==> config.mk <==
export PLATFORM = sky130hd
export DESIGN_NAME = group_break_average_flat
export DESIGN_NICKNAME = d
export VERILOG_FILES = /design/src/gba_pkg.sv /design/src/gba_req_if.sv /design/src/gba_rsp_if.sv /design/src/gba_divider.sv /design/src/group_break_average.sv /design/src/flat_wrapper.sv
export SDC_FILE = /design/constraint.sdc
export NUM_CORES = 1
export LEC_CHECK = 0
export ABC_AREA = 1
export BUFFER_PORTS_ARGS = -buffer_cell sky130_fd_sc_hd__buf_2
export CORE_UTILIZATION = 60
export DETAILED_ROUTE_END_ITERATION = 8
export PLACE_DENSITY_LB_ADDON = 0.15
export SYNTH_ARGS = -nofsm -noshare
export SYNTH_HDL_FRONTEND = slang
export SYNTH_HIERARCHICAL = 1
export SYNTH_SLANG_ARGS = --single-unit
export TNS_END_PERCENT = 100
==> constraint.sdc <==
create_clock -name clock -period 3.95 [get_ports clock]
set_clock_uncertainty 0.1 [all_clocks]
set_input_delay 0.5925 -clock clock [delete_from_list [all_inputs] [get_ports clock]]
set_output_delay 0.5925 -clock clock [all_outputs]
set_load 0.02 [all_outputs]
==> src/gba_pkg.sv <==
// ----------------------------------------------------------------------------
// gba_pkg
// shared widths and types for the group break average block
// ----------------------------------------------------------------------------
package gba_pkg;

   localparam int KEY_BITS_DEF   = 20;
   localparam int GRADE_BITS_DEF = 8;
   localparam int COUNT_BITS_DEF = 16;

   // status of the serial divider as seen by the sequencer
   typedef struct packed {
      logic busy;
      logic done;
   } gba_div_stat_type;

endpackage

==> src/gba_req_if.sv <==
// ----------------------------------------------------------------------------
// gba_req_if
// record channel: key, grade and end-of-stream flag with valid/ready
// ----------------------------------------------------------------------------
interface gba_req_if #(
   parameter int KEY_BITS   = gba_pkg::KEY_BITS_DEF,
   parameter int GRADE_BITS = gba_pkg::GRADE_BITS_DEF
) ();
   logic                  valid;
   logic                  ready;
   logic [KEY_BITS-1:0]   student_key;
   logic [GRADE_BITS-1:0] grade;
   logic                  stream_end;

   modport source (output valid, output student_key, output grade, output stream_end,
                   input ready);
   modport sink   (input valid, input student_key, input grade, input stream_end,
                   output ready);
endinterface

==> src/gba_rsp_if.sv <==
// ----------------------------------------------------------------------------
// gba_rsp_if
// group result channel: key, average and flags with valid/ready
// ----------------------------------------------------------------------------
interface gba_rsp_if #(
   parameter int KEY_BITS   = gba_pkg::KEY_BITS_DEF,
   parameter int GRADE_BITS = gba_pkg::GRADE_BITS_DEF
) ();
   logic                  valid;
   logic                  ready;
   logic [KEY_BITS-1:0]   group_key;
   logic [GRADE_BITS-1:0] group_average;
   logic                  group_overflow;
   logic                  run_last;

   modport source (output valid, output group_key, output group_average,
                   output group_overflow, output run_last, input ready);
   modport sink   (input valid, input group_key, input group_average,
                   input group_overflow, input run_last, output ready);
endinterface

==> src/gba_divider.sv <==
// ----------------------------------------------------------------------------
// gba_divider
// restoring serial divider, one quotient bit per cycle
// ----------------------------------------------------------------------------
module gba_divider #(
   parameter int SUM_BITS   = gba_pkg::GRADE_BITS_DEF + gba_pkg::COUNT_BITS_DEF,
   parameter int COUNT_BITS = gba_pkg::COUNT_BITS_DEF
) (
   input  logic                     clock,
   input  logic                     reset,
   input  logic                     start,
   input  logic [SUM_BITS-1:0]      dividend,
   input  logic [COUNT_BITS-1:0]    divisor,
   output logic [SUM_BITS-1:0]      quotient,
   output gba_pkg::gba_div_stat_type stat
);
   import gba_pkg::*;

   localparam int CNT_W = (SUM_BITS > 1) ? $clog2(SUM_BITS) : 1;

   logic [SUM_BITS-1:0]   quo_ff, quo_in;
   logic [COUNT_BITS-1:0] rem_ff, rem_in;
   logic [COUNT_BITS-1:0] den_ff, den_in;
   logic [CNT_W-1:0]      cnt_ff, cnt_in;
   logic                  busy_ff, busy_in;
   logic                  done_ff, done_in;

   logic [COUNT_BITS:0]   shifted;
   logic [COUNT_BITS+1:0] diff;

   // shift in the next dividend bit and try to subtract
   assign shifted = {rem_ff, quo_ff[SUM_BITS-1]};
   assign diff    = {1'b0, shifted} - {2'b00, den_ff};

   always_comb begin
      quo_in  = quo_ff;
      rem_in  = rem_ff;
      den_in  = den_ff;
      cnt_in  = cnt_ff;
      busy_in = busy_ff;
      done_in = 1'b0;
      if (start) begin
         quo_in  = dividend;
         rem_in  = '0;
         den_in  = divisor;
         cnt_in  = '0;
         busy_in = 1'b1;
      end else if (busy_ff) begin
         if (diff[COUNT_BITS+1]) begin
            rem_in = shifted[COUNT_BITS-1:0];
            quo_in = {quo_ff[SUM_BITS-2:0], 1'b0};
         end else begin
            rem_in = diff[COUNT_BITS-1:0];
            quo_in = {quo_ff[SUM_BITS-2:0], 1'b1};
         end
         cnt_in = cnt_ff + CNT_W'(1);
         if (cnt_ff == CNT_W'(SUM_BITS - 1)) begin
            busy_in = 1'b0;
            done_in = 1'b1;
         end
      end
   end

   always_ff @(posedge clock) begin
      quo_ff <= quo_in;
      rem_ff <= rem_in;
      den_ff <= den_in;
      if (reset) begin
         cnt_ff  <= '0;
         busy_ff <= 1'b0;
         done_ff <= 1'b0;
      end else begin
         cnt_ff  <= cnt_in;
         busy_ff <= busy_in;
         done_ff <= done_in;
      end
   end

   assign quotient  = quo_ff;
   assign stat.busy = busy_ff;
   assign stat.done = done_ff;

endmodule

==> src/group_break_average.sv <==
// ----------------------------------------------------------------------------
// group_break_average
// control-break grouping of a key-sorted record stream with per-group average
// ----------------------------------------------------------------------------
// Records (student_key, grade, stream_end) arrive sorted by key. Consecutive
// records with one key form a group; the block keeps its key, grade sum and
// record count. A record with a different key closes the open group and
// delivers its key and truncated average sum/count; a record marked stream_end
// also closes its own group, so such a record can cause two items, the old
// group first. run_last marks the final item caused by a record. Past the
// count range, further records of a group only set group_overflow and the
// average stays that of the counted records. A record that closes nothing
// only updates the open group; each delivered item is loaded into the
// divider, runs through the serial restoring divider, has its quotient
// captured, and then waits in the output register until taken. The block
// does not take a record while an item is being computed or waits on the
// output.
// ----------------------------------------------------------------------------
module group_break_average #(
   parameter int KEY_BITS   = gba_pkg::KEY_BITS_DEF,
   parameter int GRADE_BITS = gba_pkg::GRADE_BITS_DEF,
   parameter int COUNT_BITS = gba_pkg::COUNT_BITS_DEF
) (
   input logic     clock,
   input logic     reset,
   gba_req_if.sink   req,
   gba_rsp_if.source rsp
);
   import gba_pkg::*;

   localparam int SUM_BITS = GRADE_BITS + COUNT_BITS;

   // sequencer states
   localparam logic [1:0] ST_IDLE = 2'd0;
   localparam logic [1:0] ST_DIV  = 2'd1;
   localparam logic [1:0] ST_OUT  = 2'd2;

   logic [1:0] state_ff, state_in;

   // open group
   logic                  open_ff, open_in;
   logic [KEY_BITS-1:0]   key_ff, key_in;
   logic [SUM_BITS-1:0]   sum_ff, sum_in;
   logic [COUNT_BITS-1:0] count_ff, count_in;
   logic                  ovf_ff, ovf_in;

   // item being computed / held for delivery
   logic                  pend_end_ff, pend_end_in;
   logic [KEY_BITS-1:0]   out_key_ff, out_key_in;
   logic [GRADE_BITS-1:0] out_avg_ff, out_avg_in;
   logic                  out_ovf_ff, out_ovf_in;
   logic                  out_last_ff, out_last_in;

   // divider hookup
   logic                  div_start;
   logic [SUM_BITS-1:0]   div_dividend;
   logic [COUNT_BITS-1:0] div_divisor;
   logic [SUM_BITS-1:0]   div_quotient;
   gba_div_stat_type      div_stat;

   // record decode
   logic                  req_fire;
   logic                  rsp_fire;
   logic                  key_change;
   logic                  count_full;
   logic [KEY_BITS-1:0]   upd_key;
   logic [SUM_BITS-1:0]   upd_sum;
   logic [COUNT_BITS-1:0] upd_count;
   logic                  upd_ovf;

   assign req_fire   = req.valid && req.ready;
   assign rsp_fire   = rsp.valid && rsp.ready;
   assign key_change = open_ff && (req.student_key != key_ff);
   assign count_full = (count_ff == {COUNT_BITS{1'b1}});

   // group contents after this record, when it does not close the group
   always_comb begin
      upd_key   = key_ff;
      upd_sum   = sum_ff;
      upd_count = count_ff;
      upd_ovf   = ovf_ff;
      if (!open_ff || key_change) begin
         upd_key   = req.student_key;
         upd_sum   = SUM_BITS'(req.grade);
         upd_count = COUNT_BITS'(1);
         upd_ovf   = 1'b0;
      end else if (count_full) begin
         upd_ovf   = 1'b1;
      end else begin
         upd_sum   = sum_ff + SUM_BITS'(req.grade);
         upd_count = count_ff + COUNT_BITS'(1);
      end
   end

   always_comb begin
      state_in     = state_ff;
      open_in      = open_ff;
      key_in       = key_ff;
      sum_in       = sum_ff;
      count_in     = count_ff;
      ovf_in       = ovf_ff;
      pend_end_in  = pend_end_ff;
      out_key_in   = out_key_ff;
      out_avg_in   = out_avg_ff;
      out_ovf_in   = out_ovf_ff;
      out_last_in  = out_last_ff;
      div_start    = 1'b0;
      div_dividend = sum_ff;
      div_divisor  = count_ff;

      case (state_ff)
         ST_IDLE: begin
            if (req_fire) begin
               if (key_change) begin
                  // close the old group now, the record opens a new one
                  div_start   = 1'b1;
                  out_key_in  = key_ff;
                  out_ovf_in  = ovf_ff;
                  out_last_in = !req.stream_end;
                  pend_end_in = req.stream_end;
                  state_in    = ST_DIV;
                  open_in     = 1'b1;
                  key_in      = upd_key;
                  sum_in      = upd_sum;
                  count_in    = upd_count;
                  ovf_in      = upd_ovf;
               end else if (req.stream_end) begin
                  // end record inside its group: flush updated group, go empty
                  div_start    = 1'b1;
                  div_dividend = upd_sum;
                  div_divisor  = upd_count;
                  out_key_in   = upd_key;
                  out_ovf_in   = upd_ovf;
                  out_last_in  = 1'b1;
                  pend_end_in  = 1'b0;
                  state_in     = ST_DIV;
                  open_in      = 1'b0;
                  key_in       = '0;
                  sum_in       = '0;
                  count_in     = '0;
                  ovf_in       = 1'b0;
               end else begin
                  open_in  = 1'b1;
                  key_in   = upd_key;
                  sum_in   = upd_sum;
                  count_in = upd_count;
                  ovf_in   = upd_ovf;
               end
            end
         end
         ST_DIV: begin
            if (div_stat.done) begin
               out_avg_in = div_quotient[GRADE_BITS-1:0];
               state_in   = ST_OUT;
            end
         end
         ST_OUT: begin
            if (rsp_fire) begin
               if (pend_end_ff) begin
                  // second item of a key change on an end record
                  div_start   = 1'b1;
                  out_key_in  = key_ff;
                  out_ovf_in  = ovf_ff;
                  out_last_in = 1'b1;
                  pend_end_in = 1'b0;
                  state_in    = ST_DIV;
                  open_in     = 1'b0;
                  key_in      = '0;
                  sum_in      = '0;
                  count_in    = '0;
                  ovf_in      = 1'b0;
               end else begin
                  state_in = ST_IDLE;
               end
            end
         end
         default: begin
            state_in = ST_IDLE;
         end
      endcase
   end

   always_ff @(posedge clock) begin
      out_key_ff  <= out_key_in;
      out_avg_ff  <= out_avg_in;
      out_ovf_ff  <= out_ovf_in;
      out_last_ff <= out_last_in;
      if (reset) begin
         state_ff    <= ST_IDLE;
         open_ff     <= 1'b0;
         key_ff      <= '0;
         sum_ff      <= '0;
         count_ff    <= '0;
         ovf_ff      <= 1'b0;
         pend_end_ff <= 1'b0;
      end else begin
         state_ff    <= state_in;
         open_ff     <= open_in;
         key_ff      <= key_in;
         sum_ff      <= sum_in;
         count_ff    <= count_in;
         ovf_ff      <= ovf_in;
         pend_end_ff <= pend_end_in;
      end
   end

   gba_divider #(
      .SUM_BITS   (SUM_BITS),
      .COUNT_BITS (COUNT_BITS)
   ) u_divider (
      .clock    (clock),
      .reset    (reset),
      .start    (div_start),
      .dividend (div_dividend),
      .divisor  (div_divisor),
      .quotient (div_quotient),
      .stat     (div_stat)
   );

   // channel drive
   assign req.ready          = (state_ff == ST_IDLE);
   assign rsp.valid          = (state_ff == ST_OUT);
   assign rsp.group_key      = out_key_ff;
   assign rsp.group_average  = out_avg_ff;
   assign rsp.group_overflow = out_ovf_ff;
   assign rsp.run_last       = out_last_ff;

   // records are never taken while an item is pending
   a_no_overlap: assert property (@(posedge clock) disable iff (reset)
      !(req.ready && rsp.valid))
      else $error("record accepted while an item is pending");

   // divider finishes only while the sequencer waits on it
   a_done_in_div: assert property (@(posedge clock) disable iff (reset)
      div_stat.done |-> (state_ff == ST_DIV))
      else $error("divider done outside of the divide state");

   // an item that is not the last one always has a second one queued
   a_first_of_two: assert property (@(posedge clock) disable iff (reset)
      (rsp.valid && !rsp.run_last) |-> pend_end_ff)
      else $error("non-last item without a pending end group");

   // after the last item of an end record no group stays open
   a_end_closes: assert property (@(posedge clock) disable iff (reset)
      (rsp_fire && rsp.run_last && !pend_end_ff && out_last_ff && !open_ff)
      |=> !open_ff)
      else $error("group open after end of stream");

endmodule

==> src/flat_wrapper.sv <==
// flat-port wrapper written by rule: the top's interface ports become plain ports
module group_break_average_flat import gba_pkg::*;
#(
   parameter int KEY_BITS   = gba_pkg::KEY_BITS_DEF,
   parameter int GRADE_BITS = gba_pkg::GRADE_BITS_DEF,
   parameter int COUNT_BITS = gba_pkg::COUNT_BITS_DEF
)
  (clock, reset, req_valid, req_student_key, req_grade, req_stream_end, req_ready, rsp_valid, rsp_group_key, rsp_group_average, rsp_group_overflow, rsp_run_last, rsp_ready);
  gba_req_if #(.KEY_BITS(KEY_BITS), .GRADE_BITS(GRADE_BITS)) req_i ();
  gba_rsp_if #(.KEY_BITS(KEY_BITS), .GRADE_BITS(GRADE_BITS)) rsp_i ();
  input logic clock;
  input logic reset;
  input wire logic [$bits(req_i.valid)-1:0] req_valid;
  input wire logic [$bits(req_i.student_key)-1:0] req_student_key;
  input wire logic [$bits(req_i.grade)-1:0] req_grade;
  input wire logic [$bits(req_i.stream_end)-1:0] req_stream_end;
  output wire logic [$bits(req_i.ready)-1:0] req_ready;
  output wire logic [$bits(rsp_i.valid)-1:0] rsp_valid;
  output wire logic [$bits(rsp_i.group_key)-1:0] rsp_group_key;
  output wire logic [$bits(rsp_i.group_average)-1:0] rsp_group_average;
  output wire logic [$bits(rsp_i.group_overflow)-1:0] rsp_group_overflow;
  output wire logic [$bits(rsp_i.run_last)-1:0] rsp_run_last;
  input wire logic [$bits(rsp_i.ready)-1:0] rsp_ready;
  assign req_i.valid = req_valid;
  assign req_i.student_key = req_student_key;
  assign req_i.grade = req_grade;
  assign req_i.stream_end = req_stream_end;
  assign req_ready = req_i.ready;
  assign rsp_valid = rsp_i.valid;
  assign rsp_group_key = rsp_i.group_key;
  assign rsp_group_average = rsp_i.group_average;
  assign rsp_group_overflow = rsp_i.group_overflow;
  assign rsp_run_last = rsp_i.run_last;
  assign rsp_i.ready = rsp_ready;
  group_break_average #(.KEY_BITS(KEY_BITS), .GRADE_BITS(GRADE_BITS), .COUNT_BITS(COUNT_BITS)) u_core (.clock(clock), .reset(reset), .req(req_i), .rsp(rsp_i));
endmodule
== Word-level counts from Yosys, hierarchy flattened ==
Cells that the tools add are included.

* Bits in registers: 158
* Input port bits: 33
* Output and inout port bits: 32
* Word-level logic and storage cells: 135

* $add $sub $neg: 4
* Equality and inequality tests: 10
* Mux-type cells: 87
* Bitwise operators: 1
* Reductions and logical operators: 16

{| class="wikitable"
|+ Operators by type and width
! cell !! count
|-
| $mux W24 || 13
|-
| $mux W20 || 11
|-
| $mux W16 || 12
|-
| $pmux W20 S2 || 2
|-
| $pmux W24 S2 || 1
|-
| $mux W1 || 35
|-
| $pmux W16 S2 || 1
|-
| $add A24 B8 Y24 || 1
|-
| $ne A20 B20 Y1 || 1
|-
| $sub A17 B16 Y18 || 1
|-
| $add A16 B1 Y16 const B || 1
|-
| $eq A16 B16 Y1 const B || 1
|-
| $pmux W1 S2 || 6
|-
| $reduce_and A4 Y1 || 3
|-
| $mux W2 || 5
|-
| $ne A2 B2 Y1 const B || 4
|-
| $pmux W2 S3 || 1
|-
| $add A5 B1 Y5 const B || 1
|-
| $eq A5 B5 Y1 const B || 1
|-
| $reduce_and A5 Y1 || 1
|-
| $reduce_bool A2 Y1 || 2
|-
| $logic_and A1 B1 Y1 || 3
|-
| $ne A3 B3 Y1 const B || 1
|-
| $reduce_or A3 Y1 || 1
|-
| 8 further kinds || 9
|}

== Logic depth before layout (Yosys ltp) ==
* Depth in word-level cells: 9
* Gate-level depth with buffers: 16
* Mapped depth without buffers: 16

== Hierarchy ==
Netlist, hierarchy kept.

{| class="wikitable"
|+ Modules (own cells, without submodules)
! module !! times used !! cells each !! area each (um^2) !! seq. area each (um^2)
|-
| group_break_average || 1 || 1,030 || 6,457.4 || 2,202.1
|-
| gba_divider || 1 || 475 || 3,661.0 || 1,661.6
|}

== Least setup slack after synthesis ==
Ideal clock, no wire load.

* Kind: input port to flip-flop
* Start point: input req_student_key[9]
* End point: register u_core.u_divider.quo_ff[0], in the netlist u_core/u_divider/quotient[0] (enable)
* Arrival: 3.052 ns
* Slack: 0.417 ns
* Stages on the path: 12
* Path through: inv_1 -> nand2_1 -> nand2_1 -> and2_0 -> nand2_1 -> nor2_2 -> nand3_2 -> nand2_4 -> a21oi_1 -> clkbuf_1 -> nor2_1 -> inv_1

* Word-level cells in the longest chain between the ends: 6

{| class="wikitable"
|+ Ends and longest elaborated chain
! item !! RTL line !! RTL
|-
| start: declaration || flat_wrapper.sv:14 || <nowiki>input wire logic [$bits(req_i.student_key)-1:0] req_student_key;</nowiki>
|-
| $ne A20 B20 Y1 || group_break_average.sv:73 || <nowiki>assign key_change = open_ff && (req.student_key != key_ff);</nowiki>
|-
| $logic_and A1 B1 Y1 || group_break_average.sv:73 ||
|-
| $mux W1 || group_break_average.sv:114 || <nowiki>if (key_change) begin</nowiki>
|-
| $mux W1 || group_break_average.sv:113 || <nowiki>if (req_fire) begin</nowiki>
|-
| $pmux W1 S2 || group_break_average.sv:111 || <nowiki>case (state_ff)</nowiki>
|-
| via u_core.div_start || group_break_average.sv:55 || <nowiki>logic div_start;</nowiki>
|-
| $reduce_bool A2 Y1 (no source line) || n/a ||
|-
| end signal: assignment || gba_divider.sv:65 || <nowiki>quo_ff <= quo_in;</nowiki>
|-
| end: declaration || gba_divider.sv:21 || <nowiki>logic [SUM_BITS-1:0] quo_ff, quo_in;</nowiki>
|}

The timed path passes the listed nets, and every way through them passes these cells.
A chain may end at the register's enable or synchronous reset.

== Worst setup path in the final report ==
* Start point: register u_core.count_ff[0]
* End point: register u_core.u_divider.quo_ff[0], in the netlist u_core/u_divider/quotient[0], data pin

* Word-level cells in the longest chain between the ends: 8

{| class="wikitable"
|+ Ends and longest elaborated chain
! item !! RTL line !! RTL
|-
| start: declaration || group_break_average.sv:44 || <nowiki>logic [COUNT_BITS-1:0] count_ff, count_in;</nowiki>
|-
| start signal: assignment || group_break_average.sv:201 || <nowiki>count_ff <= count_in;</nowiki>
|-
| $eq A16 B16 Y1 || group_break_average.sv:74 || <nowiki>assign count_full = (count_ff == {COUNT_BITS{1'b1}});</nowiki>
|-
| $mux W24 || group_break_average.sv:87 || <nowiki>end else if (count_full) begin</nowiki>
|-
| $mux W24 || group_break_average.sv:82 || <nowiki>if (!open_ff || key_change) begin</nowiki>
|-
| $mux W24 || group_break_average.sv:127 || <nowiki>end else if (req.stream_end) begin</nowiki>
|-
| $mux W24 || group_break_average.sv:114 ||
|-
| $mux W24 || group_break_average.sv:113 ||
|-
| $mux W24 || group_break_average.sv:111 ||
|-
| via u_core.div_dividend[0] || group_break_average.sv:56 || <nowiki>logic [SUM_BITS-1:0] div_dividend;</nowiki>
|-
| $mux W24 || gba_divider.sv:42 || <nowiki>if (start) begin</nowiki>
|-
| via u_core.u_divider.quo_in[0] || gba_divider.sv:21 ||
|}

The timed path passes the listed nets, and every way through them passes these cells.

==> metrics.md <==
| Metric | Value |
|---|---|
| Die height | 131.8 um |
| Post-layout util | 0.6740 |
| CTS H-tree lvls | 4 |
| Minimum clock period after layout | 2.818 ns |
| Final hold violation count | 0 |
| Reg area | 3864 um^2 |
| Relative slew slack | 0.5281 |
| Synth Net Count | 1,565 |
| Final worst-path cycle share | 0.7135 |
| CTS max path bufs | 2 |
| Total GRT Usage | 0.2856 |
| Fmax | 354.8 MHz |
| Maxcap violations | 0 |
| Total negative slack | 0 ns |
| GRT overflow | 0 |
| First-pass GRT wire length | 40,090 um |
| Status | finished, final reports clean |
| Setup-failing EPs final | 0 |
| Wirelength per Cell | 13.59 um |
| CTS Buf Count | 17 |
| Via density | 5.224 |
| Largest net degree at the start of global routing | 48 |
| Post-Synthesis Cells | 1,504 |
| DIE WIDTH | 131.8 um |
| Pins Over Slew Limit | 0 |
| DRC viols | 0 |
| Root buffer cell | clkbuf_16 |
| Placed inst area | 10,520 um^2 |
| CORE AREA | 16,520 um^2 |
| Final WL | 24,240 um |
| Crit-path max FO | 31 |
| CP Class | reg2reg |
| Mean post-synth cell area | 6.723 um^2 |
| Clock sinks | 158 |
| Clock slew at reported path FFs | 0.07 ns |
| Multi-input gate area | 5253 um^2 |
| # resized after CTS | 0 |
| Design Area, Final | 11,140 um^2 |
| Post-route ant nets | 0 |
| # nets final | 1,612 |
| Power per cell area | 530.4 nW/um^2 |
| Arrival time worst endpoint | 2.97 ns |
| Synth Cell Area | 10,110 um^2 |
| Worst setup EP type | register |
| Area grow syn2layout | 10.16% |
| Diodes inserted | 0 |
| Routed via count | 9,319 |
| Worst-Skew Late Latency | 0.43 ns |
| Post-CTS setup buffers | 0 |
| R2R depth | 12 |
| RSZ-0062 raised after global routing | no |
| Total design power | 0.005908 W |
| Worst hold-check path type | in2reg |
| Worst vdd ir | 0.3347 mV |
| # fillers | 1,507 |
| Worst-Margin Slew | 0.7034 ns |
| Leakage power | 5.008 nW |
| CP Launch Type | register |
| Number of global-route vias before repair | 8,385 |
| Die area | 17,380 um^2 |
| DR pass1 iterations | 7 |
| Layout cells sized above 1 | 0.1138 |
| Antenna violations before repair | 0 |
| Hold Path Depth | 3 |
| Initial Utilization | 0.6119 |
| Starting DRT DRC Count | 662 |
| Num rows | 47 |
| Hpwl dp | 17,310 um |
| Yosys warns | 6 |
| Top Ports | 65 |
| CTS tree | built |
| Routability cong. | 0.9004 |
| PortBufs | 64 |
| Req. time, crit path | 4.10 ns |
| Cts hold-fix bufs | 0 |
[layout by cell type, fill, tap and decap left out, types with 7 or more instances in the layout]
cell / instances
nor2_2: 7
nor2_1: 159
nand2_2: 14
clkbuf_16: 17
inv_6: 7
buf_4: 14
dfxtp_1: 88
o21ai_1: 12
inv_1: 177
edfxtp_1: 70
xor2_1: 9
nor3_1: 16
nand3_1: 90
xnor2_1: 9
o21ai_0: 59
a21oi_1: 59
buf_2: 64
ha_1: 26
nand3b_1: 9
nand4_1: 19
nand2_1: 562
a21oi_2: 13
nand3_2: 8
[area by class of cell]
| cell class | instances | share of cell area |
|---|---|---|
| inverter | 186 | 0.06279 |
| multi-input combinational | 1110 | 0.4716 |
| tap | 220 | 0.02471 |
| clock buffer | 17 | 0.03819 |
| clock inverter | 15 | 0.01764 |
| sequential | 158 | 0.3469 |
| timing repair buffer | 78 | 0.03819 |
[report_power, final]
part | internal [W] | switching (W) | leakage [nW]
Clock | 0.00102 | 0.000729 | 0.308
Sequential | 0.00199 | 0.000136 | 1.40
Combinational | 0.000708 | 0.00133 | 3.30
Total | 0.00371 | 0.00220 | 5.01
[flip-flops by register name, indices dropped and copies added, names as in the netlist]
| name | cells |
|---|---|
| u_core/sum_ff | 24 |
| u_core/u_divider/quotient | 24 |
| u_core/key_ff | 20 |
| u_core/rsp.group_overflow | 1 |
| u_core/u_divider/rem_ff | 16 |
| u_core/rsp.group_average | 8 |
| u_core/rsp.run_last | 1 |
| u_core/ovf_ff | 1 |
| u_core/u_divider/den_ff | 16 |
| u_core/pend_end_ff | 1 |
| u_core/open_ff | 1 |
| u_core/u_divider/cnt_ff | 5 |
| u_core/count_ff | 16 |
| u_core/u_divider/done_ff | 1 |
| u_core/rsp.group_key | 20 |
| u_core/state_ff | 2 |
| u_core/u_divider/busy_ff | 1 |
[worst max-delay path, stage by stage (launching register included)]
cell and delay [ns]:
dfxtp_1 0.40, ha_1 0.19, nand2_1 0.09, nor2_2 0.24, nand4_2 0.10, buf_4 0.27
inv_1 0.30, o21ai_0 0.11, o21ai_0 0.38, nand2_1 0.10, o21ai_0 0.12, nor2_1 0.07
a31oi_1 0.18
[worst paths after layout]
| path | startpoint | to | slack, ns |
|---|---|---|---|
| worst min-delay path | req_student_key[1] | u_core/key_ff[1] | 0.33 |
| worst min register to register | u_core/u_divider/quotient[4] | u_core/rsp.group_average[4] | 0.37 |
| worst max-delay path | u_core/count_ff[0] | u_core/u_divider/quotient[0] | 1.13 |
| worst max register to register | u_core/count_ff[0] | u_core/u_divider/quotient[0] | 1.13 |
[per-layer routing]
metal	routed length, um	share of wire	track usage
met1	11200	0.46	0.3879
met2	11100	0.46	0.4588
met3	1568	0.065	0.05536
met4	371	0.015	0.09238
met5	0	0	0
[through the flow]
step / setup WS (ns) / std cells / hold slack (ns)
6_report: 1.132 / 1784 / 0.3265
5_1_grt: 0.9447 / 1784 / 0.3322
4_1_cts: 1.200 / 1784 / 0.3144
3_5_place_dp: 0.9907 / 1752 / 0.3501
3_3_place_gp: 1.043 / 1752 / 0.3470
2_1_floorplan: 0.4171 / 1504 / 0.3268
No activity file was read; power rests on OpenSTA's default activity.
